$ cat config.mk
export PLATFORM = sky130hd
export DESIGN_NAME = logu_ctrl
export DESIGN_NICKNAME = d
export VERILOG_FILES = /design/src/rtl/core/logu_pkg.sv /design/src/rtl/core/logu_ctrl.sv
export SDC_FILE = /design/constraint.sdc
export NUM_CORES = 1
export LEC_CHECK = 0
export ABC_AREA = 1
export BUFFER_PORTS_ARGS = -buffer_cell sky130_fd_sc_hd__buf_2
export CAP_MARGIN = 20
export CORE_MARGIN = 2
export CORE_UTILIZATION = 45
export DETAILED_ROUTE_END_ITERATION = 12
export GPL_ROUTABILITY_DRIVEN = 0
export GPL_TIMING_DRIVEN = 0
export PLACE_DENSITY = 0.81
export SLEW_MARGIN = 15
export SYNTH_ARGS = -nofsm -noshare
export SYNTH_HDL_FRONTEND = slang
export SYNTH_SLANG_ARGS = --single-unit
$ cat constraint.sdc
create_clock -name clk -period 1.48 [get_ports clk]
set_input_delay 0.296 -clock clk [delete_from_list [all_inputs] [get_ports clk]]
set_output_delay 0.296 -clock clk [all_outputs]
set_load 0.005 [all_outputs]
$ cat src/rtl/core/logu_pkg.sv
`default_nettype none
package logu_pkg;

  // default geometry and limits
  localparam int DEF_MAP_WIDTH      = 256;
  localparam int DEF_MAP_HEIGHT     = 256;
  localparam int DEF_MAX_BEAMS      = 1024;
  localparam int DEF_OCC_THRESHOLD  = 512;
  localparam int DEF_FREE_THRESHOLD = -512;
  localparam int DEF_ROBOT_RADIUS   = 77;
  localparam int CELL_W             = 16;

  // configuration port
  localparam int CFG_IDX_W  = 3;
  localparam int CFG_DATA_W = 24;

  localparam logic [CFG_IDX_W-1:0] REG_CELL_SIZE  = 3'd0;
  localparam logic [CFG_IDX_W-1:0] REG_ORIGIN_X   = 3'd1;
  localparam logic [CFG_IDX_W-1:0] REG_ORIGIN_Y   = 3'd2;
  localparam logic [CFG_IDX_W-1:0] REG_ANG_START  = 3'd3;
  localparam logic [CFG_IDX_W-1:0] REG_ANG_STEP   = 3'd4;
  localparam logic [CFG_IDX_W-1:0] REG_FREE_DELTA = 3'd5;
  localparam logic [CFG_IDX_W-1:0] REG_OCC_DELTA  = 3'd6;
  localparam logic [CFG_IDX_W-1:0] REG_LO_LIMIT   = 3'd7;

  localparam logic [15:0]        RST_CELL_SIZE  = 16'd13;
  localparam logic signed [15:0] RST_FREE_DELTA = -16'sd102;
  localparam logic signed [15:0] RST_OCC_DELTA  = 16'sd218;
  localparam logic [14:0]        RST_LO_LIMIT   = 15'd1280;

  // range filter in Q8.8
  localparam logic [15:0] RANGE_MIN = 16'd26;
  localparam logic [15:0] RANGE_MAX = 16'd7680;

  localparam logic CMD_RAY  = 1'b0;
  localparam logic CMD_READ = 1'b1;

  localparam logic [1:0] CLASS_FREE    = 2'd0;
  localparam logic [1:0] CLASS_OCC     = 2'd1;
  localparam logic [1:0] CLASS_UNKNOWN = 2'd2;

  // cordic
  localparam int          CORDIC_STEPS = 16;
  localparam logic [19:0] CORDIC_X0    = 20'd19898;

  // address source for the map memory
  localparam logic [1:0] ADDR_CUR = 2'd0;
  localparam logic [1:0] ADDR_END = 2'd1;
  localparam logic [1:0] ADDR_QRY = 2'd2;

  // division order: robot cell then endpoint cell
  localparam logic [1:0] DSEL_X0 = 2'd0;
  localparam logic [1:0] DSEL_Y0 = 2'd1;
  localparam logic [1:0] DSEL_X1 = 2'd2;
  localparam logic [1:0] DSEL_Y1 = 2'd3;

  // world position and cell coordinate widths
  localparam int EP_W  = 26;
  localparam int NUM_W = 27;
  localparam int CRD_W = 28;

  typedef struct packed {
    logic               cmd;
    logic               range_valid;
    logic [15:0]        range;
    logic [9:0]         beam_index;
    logic signed [23:0] robot_x;
    logic signed [23:0] robot_y;
    logic [15:0]        robot_heading;
    logic [7:0]         query_x;
    logic [7:0]         query_y;
  } in_item_t;

  typedef struct packed {
    logic               ray_skipped;
    logic               endpoint_marked;
    logic [1:0]         cell_class;
    logic signed [15:0] cell_log_odds;
  } out_item_t;

  typedef struct packed {
    logic       load;
    logic       cord_init;
    logic       cord_step;
    logic       mul_x;
    logic       mul_y;
    logic       div_start;
    logic [1:0] div_sel;
    logic       bres_init;
    logic       advance;
    logic [1:0] addr_sel;
    logic       mem_rd;
    logic       wr_free;
    logic       wr_occ;
    logic       clr_step;
    logic       res_skip;
    logic       res_mark;
    logic       res_read_hit;
    logic       res_read_miss;
    logic       out_load;
  } dp_cmd_t;

  typedef struct packed {
    logic is_read;
    logic skip;
    logic q_in_map;
    logic cord_last;
    logic div_done;
    logic at_end;
    logic cur_in_map;
    logic end_ok;
    logic clr_last;
  } dp_sts_t;

  function automatic logic signed [31:0] atan_lut(input logic [3:0] idx);
    logic signed [31:0] v;
    case (idx)
      4'd0:    v = 32'sd536870912;
      4'd1:    v = 32'sd316933406;
      4'd2:    v = 32'sd167458907;
      4'd3:    v = 32'sd85004758;
      4'd4:    v = 32'sd42667330;
      4'd5:    v = 32'sd21354465;
      4'd6:    v = 32'sd10679843;
      4'd7:    v = 32'sd5340245;
      4'd8:    v = 32'sd2670163;
      4'd9:    v = 32'sd1335087;
      4'd10:   v = 32'sd667544;
      4'd11:   v = 32'sd333772;
      4'd12:   v = 32'sd166886;
      4'd13:   v = 32'sd83443;
      4'd14:   v = 32'sd41722;
      default: v = 32'sd20861;
    endcase
    return v;
  endfunction

endpackage
`default_nettype wire

$ cat src/rtl/core/logu_ctrl.sv
`default_nettype none
module logu_ctrl (
  input  wire logic              clk,
  input  wire logic              rst_n,
  input  wire logic              in_valid,
  output logic                   in_ready,
  output logic                   out_valid,
  input  wire logic              out_ready,
  input  wire logu_pkg::dp_sts_t sts,
  output logu_pkg::dp_cmd_t      cmd
);
  localparam logic [3:0] S_CLEAR    = 4'd0;
  localparam logic [3:0] S_IDLE     = 4'd1;
  localparam logic [3:0] S_CHECK    = 4'd2;
  localparam logic [3:0] S_RD_WAIT  = 4'd3;
  localparam logic [3:0] S_CORD     = 4'd4;
  localparam logic [3:0] S_MULX     = 4'd5;
  localparam logic [3:0] S_MULY     = 4'd6;
  localparam logic [3:0] S_DIV_GO   = 4'd7;
  localparam logic [3:0] S_DIV_WAIT = 4'd8;
  localparam logic [3:0] S_BRES     = 4'd9;
  localparam logic [3:0] S_WALK     = 4'd10;
  localparam logic [3:0] S_WALK_UPD = 4'd11;
  localparam logic [3:0] S_END      = 4'd12;
  localparam logic [3:0] S_END_UPD  = 4'd13;
  localparam logic [3:0] S_DONE     = 4'd14;

  logic [3:0] state_r;
  logic [3:0] state_nxt;
  logic [1:0] dsel_r;
  logic [1:0] dsel_nxt;
  logic       out_valid_r;
  logic       out_valid_nxt;

  always_comb begin
    cmd         = '0;
    cmd.div_sel = dsel_r;
    state_nxt   = state_r;
    dsel_nxt    = dsel_r;
    in_ready    = (state_r == S_IDLE);
    unique case (state_r)
      S_CLEAR: begin
        cmd.clr_step = 1'b1;
        if (sts.clr_last) begin
          state_nxt = S_IDLE;
        end
      end
      S_IDLE: begin
        if (in_valid) begin
          cmd.load  = 1'b1;
          state_nxt = S_CHECK;
        end
      end
      S_CHECK: begin
        if (sts.is_read) begin
          if (sts.q_in_map) begin
            cmd.mem_rd   = 1'b1;
            cmd.addr_sel = logu_pkg::ADDR_QRY;
            state_nxt    = S_RD_WAIT;
          end else begin
            cmd.res_read_miss = 1'b1;
            state_nxt         = S_DONE;
          end
        end else if (sts.skip) begin
          cmd.res_skip = 1'b1;
          state_nxt    = S_DONE;
        end else begin
          cmd.cord_init = 1'b1;
          state_nxt     = S_CORD;
        end
      end
      S_RD_WAIT: begin
        cmd.res_read_hit = 1'b1;
        state_nxt        = S_DONE;
      end
      S_CORD: begin
        cmd.cord_step = 1'b1;
        if (sts.cord_last) begin
          state_nxt = S_MULX;
        end
      end
      S_MULX: begin
        cmd.mul_x = 1'b1;
        state_nxt = S_MULY;
      end
      S_MULY: begin
        cmd.mul_y = 1'b1;
        dsel_nxt  = logu_pkg::DSEL_X0;
        state_nxt = S_DIV_GO;
      end
      S_DIV_GO: begin
        cmd.div_start = 1'b1;
        state_nxt     = S_DIV_WAIT;
      end
      S_DIV_WAIT: begin
        if (sts.div_done) begin
          if (dsel_r == logu_pkg::DSEL_Y1) begin
            state_nxt = S_BRES;
          end else begin
            dsel_nxt  = dsel_r + 1'b1;
            state_nxt = S_DIV_GO;
          end
        end
      end
      S_BRES: begin
        cmd.bres_init = 1'b1;
        state_nxt     = S_WALK;
      end
      S_WALK: begin
        cmd.addr_sel = logu_pkg::ADDR_CUR;
        if (sts.at_end) begin
          state_nxt = S_END;
        end else if (sts.cur_in_map) begin
          cmd.mem_rd = 1'b1;
          state_nxt  = S_WALK_UPD;
        end else begin
          cmd.advance = 1'b1;
        end
      end
      S_WALK_UPD: begin
        cmd.addr_sel = logu_pkg::ADDR_CUR;
        cmd.wr_free  = 1'b1;
        cmd.advance  = 1'b1;
        state_nxt    = S_WALK;
      end
      S_END: begin
        cmd.addr_sel = logu_pkg::ADDR_END;
        if (sts.end_ok) begin
          cmd.mem_rd = 1'b1;
          state_nxt  = S_END_UPD;
        end else begin
          state_nxt = S_DONE;
        end
      end
      S_END_UPD: begin
        cmd.addr_sel = logu_pkg::ADDR_END;
        cmd.wr_occ   = 1'b1;
        cmd.res_mark = 1'b1;
        state_nxt    = S_DONE;
      end
      S_DONE: begin
        // wait for the output register to free up
        if (!out_valid_r || out_ready) begin
          cmd.out_load = 1'b1;
          state_nxt    = S_IDLE;
        end
      end
      default: begin
        state_nxt = S_IDLE;
      end
    endcase
  end

  assign out_valid_nxt = cmd.out_load || (out_valid_r && !out_ready);

  always_ff @(posedge clk) begin
    if (!rst_n) begin
      state_r     <= S_CLEAR;
      dsel_r      <= logu_pkg::DSEL_X0;
      out_valid_r <= 1'b0;
    end else begin
      state_r     <= state_nxt;
      dsel_r      <= dsel_nxt;
      out_valid_r <= out_valid_nxt;
    end
  end

  assign out_valid = out_valid_r;
endmodule
`default_nettype wire

==> reports/metrics.yaml <==
status:
  status: "complete, but fails checks"
  violations: "negative setup slack"
grt:
  grt_pass1_wl_um: 3880
  grt_pass1_vias: 962
  antenna_found_initial: 0
  grt_max_degree: 8
  grt_usage: 0.260
  gr-total-overflow: 0
clocking:
  cts.sinks: 7
  holdBufCountCts: 0
  cts_max_path_buffers: 2
  h-tree-depth: 1
  cts_made_buffers: 3
  clk_pin_slew_worst_paths_ps: 50
  clockRootBuffer: "clkbuf_4"
  clkLatencyLatePin_ps: 240
  cts_tree: "built"
place:
  post_dp_cell_area_um2: 961
  hpwl_um: 1770
  portBuffers: 35
cells_and_area:
  regArea_um2: 155
  drive_gt1_frac: 0.421
  mostFrequentLayoutCell: "nand2_1"
  utilization: 0.754
  antenna_cells: 0
  syn2layout_area_growth_pct: 53.4
  multi_input_area_um2: 593
  nets: 210
  stdcell_area_um2: 1170
  nFillCells: 130
  layout_common_cells: "nand2_1, buf_2, nor2_1"
synthesis:
  synthesis.area_um2: 766
  syn_avg_cell_area_um2: 5.14
  ys_seq_elements: 7
  ys_warn_count: 0
  syn_inst: 149
  synth.distinct_cells: 15
  syn_nets: 163
  synth_seq_area_share: 0.183
setup_path:
  start_kind: "register"
  path_max_fanout: 6
  critical_path.max_stage_delay_ps: 370
  crit_chain: "nor2_4, nand2_4, nor3b_2, buf_2"
  critPathRequiredTime_ps: 1180
  crit_path_top_delay_cell: "dfxtp_4"
  crit_type: "reg2out"
  endpoint_kind: "output pin"
  r2r_slack_ps: 70
  cp.arrival_ps: 1260
power:
  p_leak_nw: 0.736
  ir_drop_v: 0.00115
  power.density_nw_per_um2: 1620
sta:
  fin_ws_ps: -71.1
  tns_ps: -255
  tightest_slew_ps: 254
  grt_setup_unrepaired: "yes"
  period_needed_ps: 1550
  max_freq_ghz: 0.645
  setup_violations: 6
  slew_headroom: 0.830
  drv_slew: 0
  skew_ps: 2.78
  period_share: 1.05
  final_hold_viol_count: 0
run:
  cap_violations: 0
detailed_routing:
  drt_iter0_drc: 43
  viasPerCell: 5.13
  antenna_left: 0
  wl_per_cell_um: 12.1
  vias: 1082
  drc_errors: 0
  first_pass_iters: 4
  wl_um: 2560
floorplan:
  io_pins: 36
  coreArea_um2: 1560
  die-area_um2: 2050
  start_util: 0.491
  core.rowCount: 14
  die_w_um: 45.3
  die_y_um: 45.3
worst_hold_path:
  hp-class: "in2reg"
-- Yosys cell counts, drive strengths merged --
| cell type | count | area share |
|---|---|---|
| dfxtp | 7 | 0.18 |
| nor3 | 2 | 0.013 |
| a21oi | 6 | 0.039 |
| nand3 | 14 | 0.092 |
| nand3b | 5 | 0.049 |
| nor3b | 2 | 0.020 |
| o21ai | 4 | 0.026 |
| ha | 1 | 0.016 |
| inv | 30 | 0.15 |
| buf | 2 | 0.020 |
| nand2 | 44 | 0.22 |
| nor2 | 32 | 0.18 |
-- metal layers --
metal / track usage / wire, um / vias up / part of all wire
li1: - / - / 548 / -
met1: 0.311 / 1030 / 482 / 0.40
met2: 0.463 / 1350 / 50 / 0.53
met3: 0.0280 / 170 / 2 / 0.066
met4: 0.112 / 9 / 0 / 0.0035
met5: 0 / 0 / - / 0
-- state kept, by name (all words and copies together), names as in the netlist --
| name | flops |
|---|---|
| dsel_r | 2 |
| out_valid | 1 |
| state_r | 4 |
-- cell type report --
cell class / instances / share of cell area
multi-input combinational: 110 / 0.505
timing repair buffer: 44 / 0.222
sequential: 7 / 0.132
inverter: 30 / 0.102
clock buffer: 4 / 0.0224
tap: 16 / 0.0170
-- report_power, final --
group / switching, mW / internal, mW
registers: 0.136 / 0.269
clock network: 0.0644 / 0.102
logic: 0.783 / 0.547
-- through the flow --
stage | worst slack, ps | hold WS (ps) | total power [mW] | instances
detailed placement | -36.8 | 498 | 1.28 | 200
CTS | -68.7 | 313 | 1.72 | 209
global route | -110 | 323 | 2.06 | 211
floorplan | 221 | 432 | 1.00 | 149
global placement | 28.7 | 470 | 1.26 | 200
finish | -71.1 | 319 | 1.90 | 211
-- final timing paths --
path                                              start                      to  cells after the start
worst max register to register  state_r[0]$_SDFFE_PN0P_  dsel_r[1]$_SDFFE_PN0P_                      8
worst min register to register   dsel_r[1]$_SDFFE_PN0P_  dsel_r[1]$_SDFFE_PN0P_                      2
worst min-delay path                              rst_n  dsel_r[0]$_SDFFE_PN0P_                      3
worst max-delay path            state_r[3]$_SDFFE_PN0P_                  cmd[4]                      4
-- worst max-delay path, delay by kind of cell (launching register included) --
| family | cells | cell delay [ps] |
|---|---|---|
| buffers and inverters | 1 | 140 |
| flip-flops | 1 | 370 |
| AND/OR/NAND/NOR | 3 | 500 |
-- logic make-up after synthesis --
| logic type | Yosys count | share of synthesized area |
|---|---|---|
| buffers and inverters | 32 | 0.167 |
| DFF | 7 | 0.183 |
| and+or+nand+nor | 99 | 0.569 |
| adders and majority gates | 1 | 0.0163 |
| AOI/OAI and AO/OA | 10 | 0.0654 |
-- what timing repair did --
item	CTS	global route
gates cloned	0	0
buffers inserted	5	4
setup endpoints to repair	18	22
pin swaps	4	5
resized for setup	30	21
Note: power is estimated with default switching activity, not from simulation.
